--- config.mk ---
export PLATFORM = sky130hd
export DESIGN_NAME = video_interface_timing_registers
export DESIGN_NICKNAME = d
export VERILOG_FILES = /design/src/hdl/vitr_pkg.sv /design/src/hdl/video_interface_timing_registers.sv
export SDC_FILE = /design/constraint.sdc
export NUM_CORES = 2
export LEC_CHECK = 0
export BUFFER_PORTS_ARGS = -buffer_cell sky130_fd_sc_hd__buf_2
export CORE_MARGIN = 4
export CORE_UTILIZATION = 44
export CTS_BUF_LIST = sky130_fd_sc_hd__clkbuf_8
export DETAILED_ROUTE_END_ITERATION = 12
export PLACE_DENSITY = 0.64
export SYNTH_ARGS = -nofsm -noshare
export SYNTH_HDL_FRONTEND = slang
export SYNTH_SLANG_ARGS = --single-unit
--- constraint.sdc ---
create_clock -name i_clk -period 15.7 [get_ports i_clk]
set_input_delay 0.785 -clock i_clk [delete_from_list [all_inputs] [get_ports i_clk]]
set_output_delay 0.785 -clock i_clk [all_outputs]
set_load 0.01 [all_outputs]
--- src/hdl/vitr_pkg.sv ---
// ----------------------------------------------------------------------------
// vitr_pkg
// Shared types, constants and helpers for the video interface timing block.
// ----------------------------------------------------------------------------
package vitr_pkg;

    localparam int unsigned REG_COUNT_DEF = 14;

    localparam int unsigned DATA_W = 32;
    localparam int unsigned ADDR_W = 16;
    localparam int unsigned MODE_W = 2;
    localparam int unsigned IDX_W  = ADDR_W - 2;

    typedef enum logic [MODE_W-1:0] {
        MODE_READ  = 2'd0,
        MODE_WRITE = 2'd1,
        MODE_VINTR = 2'd2
    } t_mode;

    localparam logic [IDX_W-1:0] IDX_STATUS        = IDX_W'(0);
    localparam logic [IDX_W-1:0] IDX_WIDTH         = IDX_W'(2);
    localparam logic [IDX_W-1:0] IDX_CURRENT       = IDX_W'(4);
    localparam logic [IDX_W-1:0] IDX_VSYNC         = IDX_W'(6);
    localparam logic [IDX_W-1:0] IDX_LAST_WRITABLE = IDX_W'(13);

    localparam int unsigned INTERLACE_POS = 6;

    localparam logic [DATA_W-1:0] LINE_DIVISOR     = 32'd1500;
    localparam logic [DATA_W-1:0] DEFAULT_DURATION = 32'd500000;
    localparam logic [DATA_W-1:0] FIRST_DURATION   = 32'd5000;

    // floor(x / 1500) = floor((x >> 2) / 375), by reciprocal ceil(2^39 / 375)
    localparam int unsigned   QUART_W    = DATA_W - 2;
    localparam int unsigned   RECIP_W    = 31;
    localparam int unsigned   RECIP_SH   = 39;
    localparam int unsigned   PROD_W     = QUART_W + RECIP_W;
    localparam int unsigned   LINE_W     = 22;
    localparam logic [RECIP_W-1:0] LINE_RECIP = 31'd1466015504;

    function automatic logic [LINE_W-1:0] div_line(input logic [DATA_W-1:0] x);
        logic [PROD_W-1:0] prod;
        prod = PROD_W'(x[DATA_W-1:2]) * PROD_W'(LINE_RECIP);
        return prod[RECIP_SH +: LINE_W];
    endfunction

endpackage

--- src/hdl/video_interface_timing_registers.sv ---
// Each item is held in the input register, then its result in the result register.
// Throughput: one item per cycle unless stalled; register file, field bit, frame duration,
// next-interrupt count and interrupt flag all update in the cycle an item executes.
// Reset (i_rst_n low, synchronous): registers clear to zero, field bit and flag clear,
// frame duration and next-interrupt count load 5000, both pipeline stages empty.
// ----------------------------------------------------------------------------
// video_interface_timing_registers
// Video interface register file with current-line readback and frame timing.
// ----------------------------------------------------------------------------
module video_interface_timing_registers #(
    parameter int unsigned REG_COUNT = vitr_pkg::REG_COUNT_DEF
) (
    input  logic                        i_clk,
    input  logic                        i_rst_n,
    input  logic                        i_valid,
    output logic                        o_stall,
    input  logic [vitr_pkg::MODE_W-1:0] i_mode,
    input  logic [vitr_pkg::ADDR_W-1:0] i_address,
    input  logic [vitr_pkg::DATA_W-1:0] i_write_data,
    input  logic [vitr_pkg::DATA_W-1:0] i_write_mask,
    input  logic [vitr_pkg::DATA_W-1:0] i_cpu_count,
    output logic                        o_valid,
    input  logic                        i_stall,
    output logic [vitr_pkg::DATA_W-1:0] o_read_data,
    output logic                        o_interrupt_pending,
    output logic                        o_status_changed,
    output logic                        o_width_changed,
    output logic                        o_schedule_valid,
    output logic [vitr_pkg::DATA_W-1:0] o_next_event_count
);
    import vitr_pkg::*;

    localparam int unsigned RIDX_W = $clog2(REG_COUNT);

    logic              r_in_valid;
    logic [MODE_W-1:0] r_mode;
    logic [ADDR_W-1:0] r_address;
    logic [DATA_W-1:0] r_write_data;
    logic [DATA_W-1:0] r_write_mask;
    logic [DATA_W-1:0] r_cpu_count;

    logic [DATA_W-1:0] r_regs [REG_COUNT];
    logic              r_field;
    logic [DATA_W-1:0] r_duration;
    logic [DATA_W-1:0] r_next_count;
    logic              r_flag;

    logic              r_out_valid;
    logic [DATA_W-1:0] r_read_data;
    logic              r_status_chg;
    logic              r_width_chg;
    logic              r_sched;

    logic              w_advance;
    logic              w_exec;
    logic [IDX_W-1:0]  w_idx;
    logic [RIDX_W-1:0] w_ridx;
    logic              w_in_range;
    logic [DATA_W-1:0] w_cur_reg;
    logic [DATA_W-1:0] w_line_raw;
    logic [LINE_W-1:0] w_line;
    logic [DATA_W-1:0] w_cur_line;
    logic [DATA_W-1:0] w_vsync_p1;
    logic              w_diff;

    logic              n_field;
    logic [DATA_W-1:0] n_duration;
    logic [DATA_W-1:0] n_next_count;
    logic              n_flag;
    logic [DATA_W-1:0] n_read_data;
    logic              n_status_chg;
    logic              n_width_chg;
    logic              n_sched;
    logic              n_reg_we;
    logic [DATA_W-1:0] n_reg_wdata;
    logic              n_cur_we;

    assign w_advance = !r_out_valid || !i_stall;
    assign w_exec    = r_in_valid && w_advance;
    assign o_stall   = r_in_valid && !w_advance;

    assign w_idx      = r_address[ADDR_W-1:2];
    assign w_ridx     = r_address[RIDX_W+1:2];
    assign w_in_range = w_idx inside {[IDX_STATUS:IDX_LAST_WRITABLE]};
    assign w_cur_reg  = r_regs[w_ridx];

    assign w_line_raw = r_duration - (r_next_count - r_cpu_count);
    assign w_line     = div_line(w_line_raw);
    assign w_cur_line = {(DATA_W-LINE_W)'(0), w_line[LINE_W-1:1], r_field};
    assign w_vsync_p1 = r_regs[IDX_VSYNC[RIDX_W-1:0]] + DATA_W'(1);
    assign w_diff     = (w_cur_reg & r_write_mask) != (r_write_data & r_write_mask);

    always_comb begin
        n_field      = r_field;
        n_duration   = r_duration;
        n_next_count = r_next_count;
        n_flag       = r_flag;
        n_read_data  = '0;
        n_status_chg = 1'b0;
        n_width_chg  = 1'b0;
        n_sched      = 1'b0;
        n_reg_we     = 1'b0;
        n_reg_wdata  = (w_cur_reg & ~r_write_mask) | (r_write_data & r_write_mask);
        n_cur_we     = 1'b0;
        case (t_mode'(r_mode))
            MODE_READ: begin
                if (w_idx == IDX_CURRENT) begin
                    n_cur_we    = 1'b1;
                    n_read_data = w_cur_line;
                end else if (w_in_range) begin
                    n_read_data = w_cur_reg;
                end
            end
            MODE_WRITE: begin
                if (w_idx == IDX_CURRENT) begin
                    n_flag = 1'b0;
                end else if (w_in_range) begin
                    n_reg_we     = 1'b1;
                    n_status_chg = (w_idx == IDX_STATUS) && w_diff;
                    n_width_chg  = (w_idx == IDX_WIDTH) && w_diff;
                end
            end
            MODE_VINTR: begin
                n_field      = r_regs[IDX_STATUS[RIDX_W-1:0]][INTERLACE_POS] && !r_field;
                n_duration   = (w_vsync_p1 == DATA_W'(1)) ? DEFAULT_DURATION
                                                          : DATA_W'(w_vsync_p1 * LINE_DIVISOR);
                n_next_count = r_next_count + n_duration;
                n_flag       = 1'b1;
                n_sched      = 1'b1;
            end
            default: begin
            end
        endcase
    end

    always_ff @(posedge i_clk) begin
        if (!i_rst_n) begin
            r_in_valid   <= 1'b0;
            r_out_valid  <= 1'b0;
            r_field      <= 1'b0;
            r_duration   <= FIRST_DURATION;
            r_next_count <= FIRST_DURATION;
            r_flag       <= 1'b0;
            for (int i = 0; i < REG_COUNT; i++) begin
                r_regs[i] <= '0;
            end
        end else begin
            if (!o_stall) begin
                r_in_valid <= i_valid;
            end
            if (w_advance) begin
                r_out_valid <= r_in_valid;
            end
            if (w_exec) begin
                r_field      <= n_field;
                r_duration   <= n_duration;
                r_next_count <= n_next_count;
                r_flag       <= n_flag;
                if (n_reg_we) begin
                    r_regs[w_ridx] <= n_reg_wdata;
                end
                if (n_cur_we) begin
                    r_regs[IDX_CURRENT[RIDX_W-1:0]] <= w_cur_line;
                end
            end
        end
    end

    always_ff @(posedge i_clk) begin
        if (!o_stall) begin
            r_mode       <= i_mode;
            r_address    <= i_address;
            r_write_data <= i_write_data;
            r_write_mask <= i_write_mask;
            r_cpu_count  <= i_cpu_count;
        end
        if (w_exec) begin
            r_read_data  <= n_read_data;
            r_status_chg <= n_status_chg;
            r_width_chg  <= n_width_chg;
            r_sched      <= n_sched;
        end
    end

    logic              r_pend;
    logic [DATA_W-1:0] r_evt_count;

    always_ff @(posedge i_clk) begin
        if (w_exec) begin
            r_pend      <= n_flag;
            r_evt_count <= n_next_count;
        end
    end

    assign o_valid             = r_out_valid;
    assign o_read_data         = r_read_data;
    assign o_interrupt_pending = r_pend;
    assign o_status_changed    = r_status_chg;
    assign o_width_changed     = r_width_chg;
    assign o_schedule_valid    = r_sched;
    assign o_next_event_count  = r_evt_count;

endmodule

==> results by group <==
Outcome
  – Run status: complete, no violations

Logic synthesis
  – Synth Flop Type: edfxtp_1
  – Synth cell count leaders: inv_1, edfxtp_1, nor2_1
  – Syn_area_per_cell: around 12 sq um
  – Syn Std Cell Area: about 54000 sq um
  – Yosys warns: 0
  – Count of state elements after synthesis: 757
  – Register area share after synthesis: approximately two fifths
  – Ys async rst share: 0%
  – Synth top area share: a little under two fifths
  – Gate Count Post-Synth: between 4000 and 5000
  – Number of enable flip-flop cells after synthesis: roughly 690
  – Top cells by area, synth: edfxtp_1, fa_1, ha_1
  – Most common cell in the netlist: inv_1
  – Library cells used by synthesis: 76
  – Cell taking the most area after synthesis: edfxtp_1

Critical path
  – Sum of buffers and inverters on the critical path: 5
  – Worst R2R Path Depth: 35
  – Most frequent CP cell: fa_1
  – WP data required: approximately 16 ns
  – Reg2Reg Capture Point: o_read_data[10]$_SDFFCE_PP0P_
  – RR Startpoint: r_cpu_count[4]$_DFFE_PN_
  – Setup crit end kind: flip-flop
  – WS Path Type: reg -> reg
  – Startpoint Class: flip-flop
  – Max stage delay on crit path: 0.65 ns
  – Crit path max fanout: 8
  – Crit-path leading delay family: compound AO/OA/AOI/OAI gates
  – Arrival time worst endpoint: 11.66 ns
  – Worst-path cell with the longest stage delay: o21ai_1
  – Crit path from: r_cpu_count[4]$_DFFE_PN_
  – Reg-to-reg setup timing slack: about 4.5 ns

Drt
  – Met2 wire len: around 70000 microns
  – Via count: around 35000
  – Iter 0 DRT Violations: ~2800
  – ANT nets after route: 0
  – Wire per inst: about 22 microns
  – Final wirelength: 146000 microns
  – # DRC: 0
  – Via density per instance: 5.30
  – M1 WL: between 60000 and 70000 microns
  – Top Metal Used: met5
  – Routed met3 length: roughly 11000 microns
  – DR pass1 iterations: 6

Floorplan
  – Die Y: roughly 360 microns
  – Io pins: around 190
  – Initial Utilization: between 40% and 50%
  – Chip width: around 360 microns
  – Cell row count: 128
  – Core Footprint: 122000 sq um
  – DIE AREA: approximately 130000 sq um

Timing
  – RSZ-0062 raised after global routing: false
  – Worst Skew: about 0.043 ns
  – Slew @ Worst Pin: around 1.3 ns
  – Fmax: ~89 MHz
  – Final Max Tran Viols: 0
  – Minimum clock period: around 11 ns
  – Fin Setup TNS: 0 ns
  – Tcrit/Tclk final: 71.3%
  – Final Hold Fails: 0
  – Worst rel slew slack: under 10%
  – Final setup violation count: 0
  – Hold slack: roughly 0.12 ns

Clock tree
  – CTS clk-pin slew, worst paths: approximately 0.06 ns
  – CTS tree: done
  – Clock tree sinks: ~760
  – CTS Hold Bufs: 0
  – Clk_lat worst skew: roughly 0.84 ns
  – TritonCTS buffer count: around 130
  – # Post-CTS Setup Buffers: 0
  – Clk root buf: clkbuf_8
  – CTS resizes: 0
  – Number of H-tree levels: 4
  – Clock Tree Buf Depth: 3

Global routing
  – Largest net degree at the start of global routing: between 60 and 70
  – Initial antenna violation count: 7
  – Number of global-route vias before repair: around 36000
  – Gr usage total: 22.8%
  – First-pass GRT wire length: 223000 microns
  – Grt total ovfl: 0

Cells and area
  – Layout cells sized above 1: a little over an eighth
  – Final nets: 5926
  – Area delta synth->final: 10.7%

Min path
  – Worst min path class: in -> reg
  – Worst hold path cell count: 1
  – Hold_sp: i_write_mask[13]
  – Hold EP: r_write_mask[13]$_DFFE_PN_

Place
  – DP HPWL: between 100000 and 150000 microns
  – I/O Buffers: ~180
  – Routability cong.: 0.914

Run
  – Max Cap Viol: 0
[area by class of cell]
cell class	count	area, sq um
Timing Repair Buffer	270	1570
Fill cell	11000	62100
Antenna cell	2	5.00
Clock inverter	94	556
Sequential cell	757	22100
Tap cell	1625	2030
Inverter	880	3310
Clock buffer	140	1930
Multi-Input combinational cell	2857	28600
[worst reg2reg max path: cells and delay by family (launching register included)]
family                     cells  cell delay [ns]
DFF                            1             0.34
xor gates and xnor gates       2             0.97
buffers and inverters          5             0.59
AOI/OAI and AO/OA             18             4.57
adders and majority gates     10             4.39
[sequential cells by signal, summed over array words and instances, names as in the netlist, 2 cells and up, named ones only]
register / flops
r_next_count: 30
r_write_data: 32
r_regs: 512
r_cpu_count: 31
r_address: 14
r_mode: 2
r_duration: 30
o_next_event_count: 30
o_read_data: 32
r_write_mask: 32
[cell families (layout without fill, tap and decap cells)]
kind of cell	after synthesis	in the layout	share of synthesized area [%]
buffers and inverters	1042	1384	7.27
and+or+nand+nor	972	972	7.73
adders and majority gates	913	913	27.5
DFF	757	757	40.6
AOI/OAI and AO/OA	444	444	5.24
muxes	229	229	7.99
xor gates and xnor gates	223	223	3.65
other	1	78	0.00691
[routing by layer]
metal / GRT usage, % / vias to the layer above
met5: 0 / -
met1: 30.6 / 17600
li1: - / 15900
met2: 37.6 / 1336
met4: 7.36 / 2
met3: 4.34 / 242
[metrics by stage]
step                      util (%)  setup slack (ns)  cells  cell area (sq um)
final                         49.2              4.51   6625              60100
after global routing          49.2              3.85   6624              60100
after CTS                     49.1              4.60   6623              60100
after detailed placement      47.1              4.67   6389              57600
after global placement        47.1              4.67   6389              57600
after floorplan                  -              5.99   4656              54500
[placed cells by master (no fill, tap or decap), types with 48 or more instances in the layout]
master,instances
fa_1,464
a21oi_1,150
clkbuf_8,140
xor2_1,93
nor2_1,546
nand2_1,192
mux4_2,160
conb_1,76
edfxtp_1,689
ha_1,443
xnor2_1,124
o21ai_0,84
dfxtp_1,64
buf_2,182
inv_1,929
a21o_1,48
buf_4,88
[worst max path at each step]
stage	endpoint	slack [ns]	depth (start not counted)
finish	o_read_data[10]$_SDFFCE_PP0P_	4.51	35
global route	o_read_data[11]$_SDFFCE_PP0P_	3.85	36
CTS	o_read_data[10]$_SDFFCE_PP0P_	4.60	35
detailed placement	o_read_data[10]$_SDFFCE_PP0P_	4.67	35
global placement	o_read_data[10]$_SDFFCE_PP0P_	4.67	35
floorplan	o_read_data[14]$_SDFFCE_PP0P_	5.99	38
Power is left out: the tool's default activity adds up to more than one toggle a clock period on the data nets, which glitch-free logic cannot reach.
